`src/rtl/rgla_pkg.sv`:
```
// types and constants shared by the row gcd/lcm accumulator
package rgla_pkg;

  localparam int unsigned VALUE_BITS = 31;

  typedef struct packed {
    logic [VALUE_BITS-1:0] value;
    logic                  last_item;
  } in_beat_t;

  typedef struct packed {
    logic [VALUE_BITS-1:0] row_lcm;
    logic [VALUE_BITS-1:0] row_gcd;
    logic                  lcm_overflow;
    logic                  bad_value;
  } out_beat_t;

  typedef enum logic [1:0] {
    KIND_ZERO,
    KIND_LOAD,
    KIND_FOLD
  } kind_e;

  typedef struct packed {
    kind_e                 kind;
    logic [VALUE_BITS-1:0] value;
    logic                  last_item;
  } entry_t;

  typedef enum logic [2:0] {
    ST_IDLE,
    ST_GCD,
    ST_DIV,
    ST_MUL,
    ST_CHK,
    ST_EMIT
  } state_e;

endpackage

```
`src/rtl/rgla_front.sv`:
```
// front end: accepts input beats and classifies them for the back end
module rgla_front (
  input  logic              clk_i,
  input  logic              rst_ni,
  input  logic              in_valid_i,
  output logic              in_ready_o,
  input  rgla_pkg::in_beat_t in_data_i,
  output logic              push_valid_o,
  input  logic              push_ready_i,
  output rgla_pkg::entry_t  push_data_o
);
  import rgla_pkg::*;

  logic  row_start_q, row_start_d;
  logic  accept;
  kind_e kind;

  always_comb begin
    push_valid_o = in_valid_i;
    in_ready_o   = push_ready_i;
    accept       = in_valid_i && push_ready_i;
    if (in_data_i.value == '0) begin
      kind = KIND_ZERO;
    end else if (row_start_q) begin
      kind = KIND_LOAD;
    end else begin
      kind = KIND_FOLD;
    end
    push_data_o.kind      = kind;
    push_data_o.value     = in_data_i.value;
    push_data_o.last_item = in_data_i.last_item;
  end

  always_comb begin
    row_start_d = row_start_q;
    if (accept) begin
      if (in_data_i.last_item) begin
        row_start_d = 1'b1;
      end else if (in_data_i.value != '0) begin
        row_start_d = 1'b0;
      end
    end
  end

  always_ff @(posedge clk_i or negedge rst_ni) begin
    if (!rst_ni) begin
      row_start_q <= 1'b1;
    end else begin
      row_start_q <= row_start_d;
    end
  end

endmodule

```
`src/rtl/rgla_fifo.sv`:
```
// short queue between front and back end
module rgla_fifo #(
  parameter int unsigned DEPTH = 2
) (
  input  logic             clk_i,
  input  logic             rst_ni,
  input  logic             push_valid_i,
  output logic             push_ready_o,
  input  rgla_pkg::entry_t push_data_i,
  output logic             pop_valid_o,
  input  logic             pop_ready_i,
  output rgla_pkg::entry_t pop_data_o
);
  import rgla_pkg::*;

  localparam int unsigned PtrW = (DEPTH > 1) ? $clog2(DEPTH) : 1;
  localparam int unsigned CntW = $clog2(DEPTH + 1);

  entry_t          mem_q [DEPTH];
  logic [PtrW-1:0] wr_ptr_q, rd_ptr_q;
  logic [CntW-1:0] count_q, count_d;
  logic            push, pop;

  always_comb begin
    push_ready_o = (count_q != CntW'(DEPTH));
    pop_valid_o  = (count_q != '0);
    pop_data_o   = mem_q[rd_ptr_q];
    push         = push_valid_i && push_ready_o;
    pop          = pop_valid_o && pop_ready_i;
    count_d      = count_q;
    if (push && !pop) begin
      count_d = count_q + CntW'(1);
    end else if (pop && !push) begin
      count_d = count_q - CntW'(1);
    end
  end

  always_ff @(posedge clk_i or negedge rst_ni) begin
    if (!rst_ni) begin
      wr_ptr_q <= '0;
      rd_ptr_q <= '0;
      count_q  <= '0;
    end else begin
      count_q <= count_d;
      if (push) begin
        wr_ptr_q <= (wr_ptr_q == PtrW'(DEPTH - 1)) ? '0 : wr_ptr_q + PtrW'(1);
      end
      if (pop) begin
        rd_ptr_q <= (rd_ptr_q == PtrW'(DEPTH - 1)) ? '0 : rd_ptr_q + PtrW'(1);
      end
    end
  end

  always_ff @(posedge clk_i) begin
    if (push) begin
      mem_q[wr_ptr_q] <= push_data_i;
    end
  end

endmodule

```
`src/rtl/rgla_gcd.sv`:
```
// iterative binary gcd engine, one subtract-and-shift step per cycle
module rgla_gcd (
  input  logic                            clk_i,
  input  logic                            rst_ni,
  input  logic                            start_i,
  input  logic [rgla_pkg::VALUE_BITS-1:0] a_i,
  input  logic [rgla_pkg::VALUE_BITS-1:0] b_i,
  output logic                            busy_o,
  output logic [rgla_pkg::VALUE_BITS-1:0] gcd_o
);
  import rgla_pkg::*;

  localparam int unsigned KW = $clog2(VALUE_BITS);

  logic [VALUE_BITS-1:0] a_q, a_d, b_q, b_d;
  logic [KW-1:0]         k_q, k_d;
  logic                  busy_q, busy_d;

  always_comb begin
    a_d    = a_q;
    b_d    = b_q;
    k_d    = k_q;
    busy_d = busy_q;
    if (start_i) begin
      a_d    = a_i;
      b_d    = b_i;
      k_d    = '0;
      busy_d = 1'b1;
    end else if (busy_q) begin
      if (a_q == b_q) begin
        busy_d = 1'b0;
      end else if (!a_q[0] && !b_q[0]) begin
        a_d = a_q >> 1;
        b_d = b_q >> 1;
        k_d = k_q + KW'(1);
      end else if (!a_q[0]) begin
        a_d = a_q >> 1;
      end else if (!b_q[0]) begin
        b_d = b_q >> 1;
      end else if (a_q > b_q) begin
        a_d = (a_q - b_q) >> 1;
      end else begin
        b_d = (b_q - a_q) >> 1;
      end
    end
  end

  assign busy_o = busy_q;
  assign gcd_o  = a_q << k_q;

  always_ff @(posedge clk_i or negedge rst_ni) begin
    if (!rst_ni) begin
      busy_q <= 1'b0;
    end else begin
      busy_q <= busy_d;
    end
  end

  always_ff @(posedge clk_i) begin
    a_q <= a_d;
    b_q <= b_d;
    k_q <= k_d;
  end

endmodule

```
`src/rtl/rgla_core.sv`:
```
// back end: folds queued values into running gcd and lcm, holds the result register
module rgla_core (
  input  logic                clk_i,
  input  logic                rst_ni,
  input  logic                q_valid_i,
  output logic                q_ready_o,
  input  rgla_pkg::entry_t    q_data_i,
  output logic                out_valid_o,
  input  logic                out_ready_i,
  output rgla_pkg::out_beat_t out_data_o
);
  import rgla_pkg::*;

  localparam int unsigned CntW = $clog2(VALUE_BITS + 1);

  state_e                  state_q, state_d;
  logic [VALUE_BITS-1:0]   gcd_q, lcm_q, cur_v_q, rem_q, quo_q, div_q;
  logic                    cur_last_q, started_q, ovf_q, zero_q;
  logic [CntW-1:0]         cnt_q;
  logic [2*VALUE_BITS-1:0] prod_q;
  out_beat_t               out_q;
  logic                    out_valid_q;
  logic                    pop, start, emit, gcds_done, prod_ovf;
  logic                    g_busy, l_busy;
  logic [VALUE_BITS-1:0]   g_res, l_res;
  logic [VALUE_BITS:0]     rem_sh, rem_diff;
  logic                    rem_ge;

  rgla_gcd u_gcd_row (
    .clk_i   (clk_i),
    .rst_ni  (rst_ni),
    .start_i (start),
    .a_i     (gcd_q),
    .b_i     (q_data_i.value),
    .busy_o  (g_busy),
    .gcd_o   (g_res)
  );

  rgla_gcd u_gcd_lcm (
    .clk_i   (clk_i),
    .rst_ni  (rst_ni),
    .start_i (start),
    .a_i     (lcm_q),
    .b_i     (q_data_i.value),
    .busy_o  (l_busy),
    .gcd_o   (l_res)
  );

  assign gcds_done = !g_busy && !l_busy;
  assign rem_sh    = {rem_q, quo_q[VALUE_BITS-1]};
  assign rem_diff  = rem_sh - {1'b0, div_q};
  assign rem_ge    = (rem_sh >= {1'b0, div_q});
  assign prod_ovf  = (prod_q[2*VALUE_BITS-1:VALUE_BITS] != '0);

  // next state
  always_comb begin
    state_d = state_q;
    case (state_q)
      ST_IDLE: begin
        if (q_valid_i) begin
          if (q_data_i.kind == KIND_FOLD) begin
            state_d = ST_GCD;
          end else if (q_data_i.last_item) begin
            state_d = ST_EMIT;
          end
        end
      end
      ST_GCD: begin
        if (gcds_done) begin
          if (!ovf_q) begin
            state_d = ST_DIV;
          end else if (cur_last_q) begin
            state_d = ST_EMIT;
          end else begin
            state_d = ST_IDLE;
          end
        end
      end
      ST_DIV: begin
        if (cnt_q == CntW'(1)) begin
          state_d = ST_MUL;
        end
      end
      ST_MUL: begin
        state_d = ST_CHK;
      end
      ST_CHK: begin
        state_d = cur_last_q ? ST_EMIT : ST_IDLE;
      end
      ST_EMIT: begin
        if (emit) begin
          state_d = ST_IDLE;
        end
      end
      default: begin
        state_d = ST_IDLE;
      end
    endcase
  end

  // outputs
  always_comb begin
    q_ready_o = (state_q == ST_IDLE);
    pop       = q_ready_o && q_valid_i;
    start     = pop && (q_data_i.kind == KIND_FOLD);
    emit      = (state_q == ST_EMIT) && (!out_valid_q || out_ready_i);
  end

  assign out_valid_o = out_valid_q;
  assign out_data_o  = out_q;

  always_ff @(posedge clk_i or negedge rst_ni) begin
    if (!rst_ni) begin
      state_q     <= ST_IDLE;
      cur_last_q  <= 1'b0;
      started_q   <= 1'b0;
      ovf_q       <= 1'b0;
      zero_q      <= 1'b0;
      out_valid_q <= 1'b0;
      cnt_q       <= '0;
    end else begin
      state_q <= state_d;
      if (pop) begin
        cur_last_q <= q_data_i.last_item;
        if (q_data_i.kind == KIND_ZERO) begin
          zero_q <= 1'b1;
        end
        if (q_data_i.kind == KIND_LOAD) begin
          started_q <= 1'b1;
        end
      end
      if (state_q == ST_GCD && gcds_done) begin
        cnt_q <= CntW'(VALUE_BITS);
      end else if (state_q == ST_DIV) begin
        cnt_q <= cnt_q - CntW'(1);
      end
      if (state_q == ST_CHK && prod_ovf) begin
        ovf_q <= 1'b1;
      end
      if (emit) begin
        started_q <= 1'b0;
        ovf_q     <= 1'b0;
        zero_q    <= 1'b0;
      end
      if (emit) begin
        out_valid_q <= 1'b1;
      end else if (out_ready_i) begin
        out_valid_q <= 1'b0;
      end
    end
  end

  always_ff @(posedge clk_i) begin
    if (pop) begin
      cur_v_q <= q_data_i.value;
      if (q_data_i.kind == KIND_LOAD) begin
        gcd_q <= q_data_i.value;
        lcm_q <= q_data_i.value;
      end
    end
    if (state_q == ST_GCD && gcds_done) begin
      gcd_q <= g_res;
      rem_q <= '0;
      quo_q <= lcm_q;
      div_q <= l_res;
    end
    // restoring divide, one quotient bit per cycle
    if (state_q == ST_DIV) begin
      rem_q <= rem_ge ? rem_diff[VALUE_BITS-1:0] : rem_sh[VALUE_BITS-1:0];
      quo_q <= {quo_q[VALUE_BITS-2:0], rem_ge};
    end
    if (state_q == ST_MUL) begin
      prod_q <= {{VALUE_BITS{1'b0}}, quo_q} * {{VALUE_BITS{1'b0}}, cur_v_q};
    end
    if (state_q == ST_CHK) begin
      lcm_q <= prod_ovf ? '1 : prod_q[VALUE_BITS-1:0];
    end
    if (emit) begin
      out_q.row_lcm      <= started_q ? lcm_q : '0;
      out_q.row_gcd      <= started_q ? gcd_q : '0;
      out_q.lcm_overflow <= ovf_q;
      out_q.bad_value    <= zero_q;
    end
  end

endmodule

```
`src/rtl/row_gcd_lcm_accumulator_top.sv`:
```
// each value passes through the back end one at a time, its pace set by the gcd engines
// and the divider: a zero value or a row's first value is taken in the idle state; any
// other value runs the binary gcd, the bit-serial divide, the multiply and the check;
// after the lcm saturates the divide is skipped; the row result passes from the emit
// state into the output register once that is free. reset clears all control state,
// the next value starts a new row; there is no clearing pass
module row_gcd_lcm_accumulator_top #(
  parameter int unsigned QUEUE_DEPTH = 2
) (
  input  logic                clk_i,
  input  logic                rst_ni,
  input  logic                in_valid_i,
  output logic                in_ready_o,
  input  rgla_pkg::in_beat_t  in_data_i,
  output logic                out_valid_o,
  input  logic                out_ready_i,
  output rgla_pkg::out_beat_t out_data_o
);
  import rgla_pkg::*;

  logic   push_valid, push_ready, pop_valid, pop_ready;
  entry_t push_data, pop_data;

  rgla_front u_front (
    .clk_i        (clk_i),
    .rst_ni       (rst_ni),
    .in_valid_i   (in_valid_i),
    .in_ready_o   (in_ready_o),
    .in_data_i    (in_data_i),
    .push_valid_o (push_valid),
    .push_ready_i (push_ready),
    .push_data_o  (push_data)
  );

  rgla_fifo #(
    .DEPTH (QUEUE_DEPTH)
  ) u_fifo (
    .clk_i        (clk_i),
    .rst_ni       (rst_ni),
    .push_valid_i (push_valid),
    .push_ready_o (push_ready),
    .push_data_i  (push_data),
    .pop_valid_o  (pop_valid),
    .pop_ready_i  (pop_ready),
    .pop_data_o   (pop_data)
  );

  rgla_core u_core (
    .clk_i       (clk_i),
    .rst_ni      (rst_ni),
    .q_valid_i   (pop_valid),
    .q_ready_o   (pop_ready),
    .q_data_i    (pop_data),
    .out_valid_o (out_valid_o),
    .out_ready_i (out_ready_i),
    .out_data_o  (out_data_o)
  );

  // row_gcd is zero exactly when row_lcm is zero, as on a row without nonzero values
  assert property (@(posedge clk_i) disable iff (!rst_ni)
    out_valid_o |-> ((out_data_o.row_gcd == '0) == (out_data_o.row_lcm == '0)))
    else $error("row_gcd and row_lcm disagree on an empty row");

  // saturated lcm reads as the maximum
  assert property (@(posedge clk_i) disable iff (!rst_ni)
    (out_valid_o && out_data_o.lcm_overflow) |-> (out_data_o.row_lcm == '1))
    else $error("lcm_overflow without saturated row_lcm");

  // an empty row must have held a zero
  assert property (@(posedge clk_i) disable iff (!rst_ni)
    (out_valid_o && (out_data_o.row_gcd == '0)) |-> out_data_o.bad_value)
    else $error("empty row without bad_value");

endmodule

```
`config.mk`:
```
export PLATFORM = sky130hd
export DESIGN_NAME = row_gcd_lcm_accumulator_top
export DESIGN_NICKNAME = d
export VERILOG_FILES = /design/src/rtl/rgla_pkg.sv /design/src/rtl/rgla_front.sv /design/src/rtl/rgla_fifo.sv /design/src/rtl/rgla_gcd.sv /design/src/rtl/rgla_core.sv /design/src/rtl/row_gcd_lcm_accumulator_top.sv
export SDC_FILE = /design/constraint.sdc
export NUM_CORES = 2
export LEC_CHECK = 0
export BUFFER_PORTS_ARGS = -buffer_cell sky130_fd_sc_hd__buf_2
export CAP_MARGIN = 10
export CORE_MARGIN = 3
export CORE_UTILIZATION = 52
export CTS_CLUSTER_DIAMETER = 80
export DETAILED_ROUTE_END_ITERATION = 16
export PLACE_DENSITY = 0.81
export SLEW_MARGIN = 20
export SYNTH_ARGS = -nofsm -noshare
export SYNTH_HDL_FRONTEND = slang
export SYNTH_SLANG_ARGS = --single-unit
```
`constraint.sdc`:
```
create_clock -name clk_i -period 6.8 [get_ports clk_i]
set_input_delay 0.34 -clock clk_i [delete_from_list [all_inputs] [get_ports clk_i]]
set_output_delay 0.34 -clock clk_i [all_outputs]
set_load 0.01 [all_outputs]
```
=== Word-level counts from Yosys, hierarchy flattened ===
Memory sizes are Yosys's and may differ from the RTL's.
Cells that the tools add are included.

* Register bits after elaboration: 466
* Bits in writable memories: 68
* Input port bits: 36
* Memories kept: 1

* Add/subtract/negate cells: 12
* Multipliers: 1
* Order comparisons: 3
* Eq/ne operators: 24
* Shift-type cells: 2
* Multiplexer cells: 75
* Bitwise logic cells: 2
* Reduce and logical (&&, ||, !) cells: 59

{| class="wikitable"
|+ Memories
! name !! depth !! bits a word !! read ports !! clocked after Yosys merged registers in !! wr ports !! line !! text
|-
| u_fifo.mem_q || 2 || 34 || 1 || 0 || 1 || rgla_fifo.sv:19 || <nowiki>entry_t mem_q [DEPTH];</nowiki>
|}

{| class="wikitable"
|+ Operators by type and width
! kind !! count
|-
| 31-bit two-way mux || 38
|-
| 31-bit subtractor || 5
|-
| 31-bit equality test || 2
|-
| 31-bit greater-than comparator || 2
|-
| 31-bit by 31-bit multiplier with 62-bit output || 1
|-
| 31-bit nonzero test || 2
|-
| 31-bit by 5-bit << shifter with 31-bit output || 2
|-
| 32-bit by 31-bit >= comparator with 1-bit output || 1
|-
| 31-bit logical NOT || 1
|-
| 2-bit nonzero test || 15
|-
| 3-bit two-way mux || 8
|-
| 1-bit two-way mux || 22
|-
| 3-bit case mux with 6 select lines || 1
|-
| 4-bit by 1-bit != test with 1-bit output, second input constant || 4
|-
| 4-bit AND reduction || 4
|-
| 2-bit AND reduction || 7
|-
| 2-bit by 1-bit != test with 1-bit output, second input constant || 6
|-
| 3-bit AND reduction || 4
|-
| 1-bit logical AND || 11
|-
| 5-bit by 1-bit adder with 5-bit output, second input constant || 2
|-
| 5-bit two-way mux || 2
|-
| 1-bit logical NOT || 9
|-
| 2-bit two-way mux || 4
|-
| 4-bit by 3-bit != test with 1-bit output, second input constant || 2
|-
| 18 further kinds || 23
|}

=== Depth between registers and ports, before layout ===
* Word-level depth: 8
* Depth in mapped cells: 29
* Depth with buffers taken out: 27

=== By module ===
Synthesis repeated with hierarchy kept, for this count alone.

* Cell total of the unflattened synthesis: 6932
* Area, all modules: 65173.8 um^2

{| class="wikitable"
|+ By module, submodules not included
! module !! times used !! cells each !! area each (um^2)
|-
| rgla_core || 1 || 4582 || 44976.9
|-
| rgla_gcd at u_core.u_gcd_lcm || 1 || 1105 || 8634.5
|-
| rgla_gcd at u_core.u_gcd_row || 1 || 1071 || 8379.3
|-
| rgla_fifo || 1 || 124 || 2798.9
|-
| rgla_front || 1 || 50 || 384.1
|}

=== Least setup slack after synthesis ===
No wires, ideal clock.

* Path type: register to register
* Start: register u_core.quo_q[13]
* End: register u_core.prod_q[54] (data pin)
* Setup time: 265 ps
* Data arrival time: 7059 ps
* Data required time: 6535 ps
* Path slack: -524 ps
* Stages on the path, launching flop included: 25
* Buffers on the path: 1
* Clock period less this slack: 7324 ps
* Cell sequence: edfxtp_1 > clkbuf_1 > and2_1 > fa_1 > fa_1 > fa_1 > inv_1 > fa_1 > inv_1 > fa_1 > inv_1 > fa_1 > inv_1 > fa_1 > fa_1 > ha_1 > a21o_1 > o21bai_1 > a21oi_1 > o221ai_1 > a221o_1 > o41ai_2 > o41ai_2 > a31oi_1 > xnor2_1

* Longest elaborated chain between the ends: 1

{| class="wikitable"
|+ RTL lines
! item !! line !! text
|-
| from (decl) || rgla_core.sv:17 || <nowiki>logic [VALUE_BITS-1:0] gcd_q, lcm_q, cur_v_q, rem_q, quo_q, div_q;</nowiki>
|-
| from (signal assigned) || rgla_core.sv:164 || <nowiki>quo_q <= lcm_q;</nowiki>
|-
| from (signal assigned) || rgla_core.sv:170 || <nowiki>quo_q <= {quo_q[VALUE_BITS-2:0], rem_ge};</nowiki>
|-
| 31-bit by 31-bit multiplier with 62-bit output || rgla_core.sv:173 || <nowiki>prod_q <= {{VALUE_BITS{1'b0}}, quo_q} * {{VALUE_BITS{1'b0}}, cur_v_q};</nowiki>
|-
| to (signal assigned) || rgla_core.sv:173 ||
|-
| to (decl) || rgla_core.sv:20 || <nowiki>logic [2*VALUE_BITS-1:0] prod_q;</nowiki>
|}

Every way passes these cells.
A chain may end at the register's enable or synchronous reset.

=== Worst setup path after layout ===
* Start: register u_core.quo_q[10]
* End: register u_core.prod_q[47] (data pin)

Same word-level chain as after synthesis.

==> out/metrics.csv <==
stage;metric;value;unit
outcome;status;complete, but fails checks;
outcome;violated checks;setup timing;
detailed_routing;detail-routed via count per cell;6.02;
logic_synthesis;Netlist cell types;87;
sta;# setup viols final;39;
worst_setup_path;Buffers & Inverters on Critical Path;7;
logic_synthesis;EDFF count, synth;504;
global_route;GR Util met3;7.38;%
sta;Slew headroom;11.6;%
logic_synthesis;top cells by count, synth;inv_1 (1,008), fa_1 (842), nand2_1 (770);
placement;PortBufs;101;
logic_synthesis;Simple-Gate Fraction of Synth Area;15.8;%
clocking;TritonCTS buffer count;59;
sta;post-route clock period utilization;112;%
sta;Worst Tran Pin Value;1300;ps
worst_setup_path;kind of end point of the critical path;register;
clocking;CTS Sinks;534;
logic_synthesis;mux cell area share after synthesis;2.87;%
logic_synthesis;Seq/Total Area, Yosys;24.8;%
sta;WHS;107;ps
logic_synthesis;Post-Syn Instances;6703;
sta;fin. max-slew vios;0;
worst_setup_path;Startpoint Class;register;
detailed_routing;drt first-iter violations;5729;
min_path;type of the worst min-delay path;in -> reg;
global_route;Total GRT Usage;31.7;%
logic_synthesis;Synth area leaders;fa_1 (26%), edfxtp_1 (24%), ha_1 (8.1%);
clocking;CTS HTree Levels;2;
global_route;M1 GR Usage;42.3;%
cells_and_area;area grow syn2layout;15.3;%
detailed_routing;DRC;0;
clocking;Clock Path Buffers;3;
logic_synthesis;largest family of logic cells by synthesized area;adder cells;
global_route;initial antenna violation count;10;
die;Die Height;357;um
clocking;clock latency on the worst-skew pair;660;ps
clocking;CTS root buf;clkbuf_16;
logic_synthesis;largest area contributor in the synthesized netlist;fa_1;
die;Initial Util;52.4;%
cells_and_area;final cell count without fillers;8702;
logic_synthesis;syn avg cell area;9.54;um2
sta;RSZ-0062 raised after global routing;yes;
logic_synthesis;Syn. warnings;0;
flow_run;Max Cap Viol;0;
global_route;number of global-route vias before repair;53185;
cells_and_area;share of layout cells above drive strength 1;15.0;%
detailed_routing;via count;52410;
logic_synthesis;Synth Area in XOR/XNOR;2.81;%
logic_synthesis;post-synthesis compound-gate area fraction;11.0;%
clocking;CTS tree;built;
worst_setup_path;CP max-delay cell;fa_1;
worst_setup_path;Arr. time, crit path;8000;ps
sta;Final Hold Viols;0;
worst_setup_path;CP max FO;4;
global_route;pin count of the biggest net entering global routing;64;
worst_setup_path;WS Path Type;reg -> reg;
die;num rows;128;
logic_synthesis;most numerous cell in the Yosys netlist;inv_1;
global_route;GR Util met2;48.9;%
logic_synthesis;Synth Flop Type;edfxtp_1;
sta;minimum clock period;7610;ps
detailed_routing;Routed WL;203;mm
placement;Placed Cells;8475;
worst_setup_path;CP max stage delay;550;ps
logic_synthesis;post-synth top area share;26.3;%
worst_setup_path;worst endpoint required time;7180;ps
cells_and_area;final net count;8313;
detailed_routing;WL/cell;23.3;um
die;Core ar.;122000;um2
sta;final clock skew;33.3;ps
logic_synthesis;area share of fa/ha/maj cells after synthesis;34.5;%
logic_synthesis;synthesized area;64000;um2
sta;Peak Freq;131;MHz
logic_synthesis;Post-Syn Nets;7996;
clocking;CTS clk-pin slew, worst paths;70;ps
detailed_routing;DR pass1 iterations;6;
global_route;grt total ovfl;0;
logic_synthesis;FFs w/ async S/R, synth;3.75;%
logic_synthesis;Yosys reg bits;534;
placement;GP Congestion;1.03;
worst_setup_path;critical path's most frequent cell;fa_1;
die;die area;127000;um2
placement;DPL Wire Length;154;mm
die;# IOs;102;
global_route;GRT Max-Usage Layer;met2;
worst_setup_path;delay-heaviest family, CP;adder cells;
sta;fin worst setup slack;-814;ps
cells_and_area;Final Core Density;60.4;%
global_route;global-route wire length before repair;312;mm
die;Die Span X;357;um
detailed_routing;Antenna Violating Nets Remaining;0;
per-stage QoR:
| step | setup TNS (ps) | worst slack, ps | instance area (um2) |
|---|---|---|---|
| 2_1_floorplan | -886 | -232 | 64300 |
| 3_3_place_gp | -17020 | -996 | 69300 |
| 3_5_place_dp | -19030 | -1070 | 69400 |
| 4_1_cts | -13930 | -687 | 73100 |
| 5_1_grt | -25980 | -973 | 73700 |
| 6_report | -19350 | -814 | 73700 |
cell usage in the layout, fill, tap and decap left out, types with 17 or more instances in the layout:
master / n
inv_1: 982
fa_1: 801
nand2_1: 757
and2_1: 589
edfxtp_1: 504
buf_4: 416
ha_1: 385
a21oi_1: 372
nor2_1: 268
o21ai_0: 175
a21o_1: 118
xnor2_1: 114
buf_2: 101
mux2i_1: 85
xor2_1: 79
nand3_1: 64
buf_12: 60
nor3_1: 59
and3_1: 59
clkbuf_16: 59
nand4_1: 51
o22ai_1: 47
a211oi_1: 44
buf_6: 44
fa_2: 41
o21bai_1: 36
mux4_2: 34
o21a_1: 33
dlygate4sd3_1: 33
nor2b_1: 31
a221oi_1: 31
ha_4: 29
nor4_1: 26
a31oi_1: 26
inv_2: 25
nand2b_1: 24
and2_4: 23
a21oi_2: 22
dfrtp_1: 17
path summary, 6_finish.rpt:
check                                                 from                               to  slack, ps  cells past startpoint
min in group asynchronous                           rst_ni      u_core.cnt_q[1]$_DFFE_PN0P_        170                      2
min reg2reg                u_front.row_start_q$_DFFE_PN1P_  u_front.row_start_q$_DFFE_PN1P_        530                      2
max                             u_core.quo_q[10]$_DFFE_PP_      u_core.prod_q[47]$_DFFE_PP_       -810                     25
min                                             in_valid_i      u_fifo.wr_ptr_q$_DFFE_PN0P_        110                      3
max in group asynchronous                           rst_ni     u_core.started_q$_DFFE_PN0P_       6250                      2
max reg2reg                     u_core.quo_q[10]$_DFFE_PP_      u_core.prod_q[47]$_DFFE_PP_       -810                     25
layout make-up:
type	instances	area, um2
antenna	7	17.5
inverter	1010	3790
clock buffer	65	1520
sequential	534	15800
tap	1625	2030
clock inverter	46	553
fill	9553	48300
multi-input combinational	4755	44200
timing repair buffer	660	5800
sequential cells by signal (all words and copies together), names as in the netlist, 3 cells and up:
| name | flops |
|---|---|
| u_core.cur_v_q | 31 |
| u_core.rem_q | 31 |
| u_core.cnt_q | 5 |
| u_core.u_gcd_lcm.b_q | 31 |
| u_core.u_gcd_row.a_q | 31 |
| u_core.u_gcd_row.k_q | 5 |
| u_core.u_gcd_lcm.k_q | 5 |
| u_fifo.mem_q | 68 |
| u_core.u_gcd_row.b_q | 31 |
| u_core.lcm_q | 31 |
| u_core.quo_q | 31 |
| u_core.gcd_q | 31 |
| u_core.div_q | 31 |
| u_core.out_data_o | 64 |
| u_core.state_q | 3 |
| u_core.u_gcd_lcm.a_q | 31 |
| u_core.prod_q | 62 |
logic make-up after synthesis:
| family | Yosys count |
|---|---|
| AND/OR/NAND/NOR | 2042 |
| buffers and inverters | 1414 |
| adder cells (fa/ha/maj) | 1257 |
| AO/OA/AOI/OAI | 1111 |
| flip-flops | 534 |
| XOR/XNOR | 205 |
| multiplexers | 140 |
routing by layer:
layer	share of wire, %	wire, um
met5	0.014	28
met4	5.8	11700
met3	11	22600
met2	45	91500
met1	38	77300
tightest hold or removal path: stages:
cell	delay (ps)
buf_2	100
nand2_1	170
xnor2_1	110
repair_timing:
item,4_1_cts,5_1_grt
pin swaps,83,75
cloned,4,0
endpoints found under the hold margin,85,0
resized for setup,169,131
setup buffers,58,22
hold buffers,33,0
endpoints found under the setup margin,39,44
Power is not shown: default switching activity piles up to over one toggle a cycle in this logic, so the estimate is an artifact.
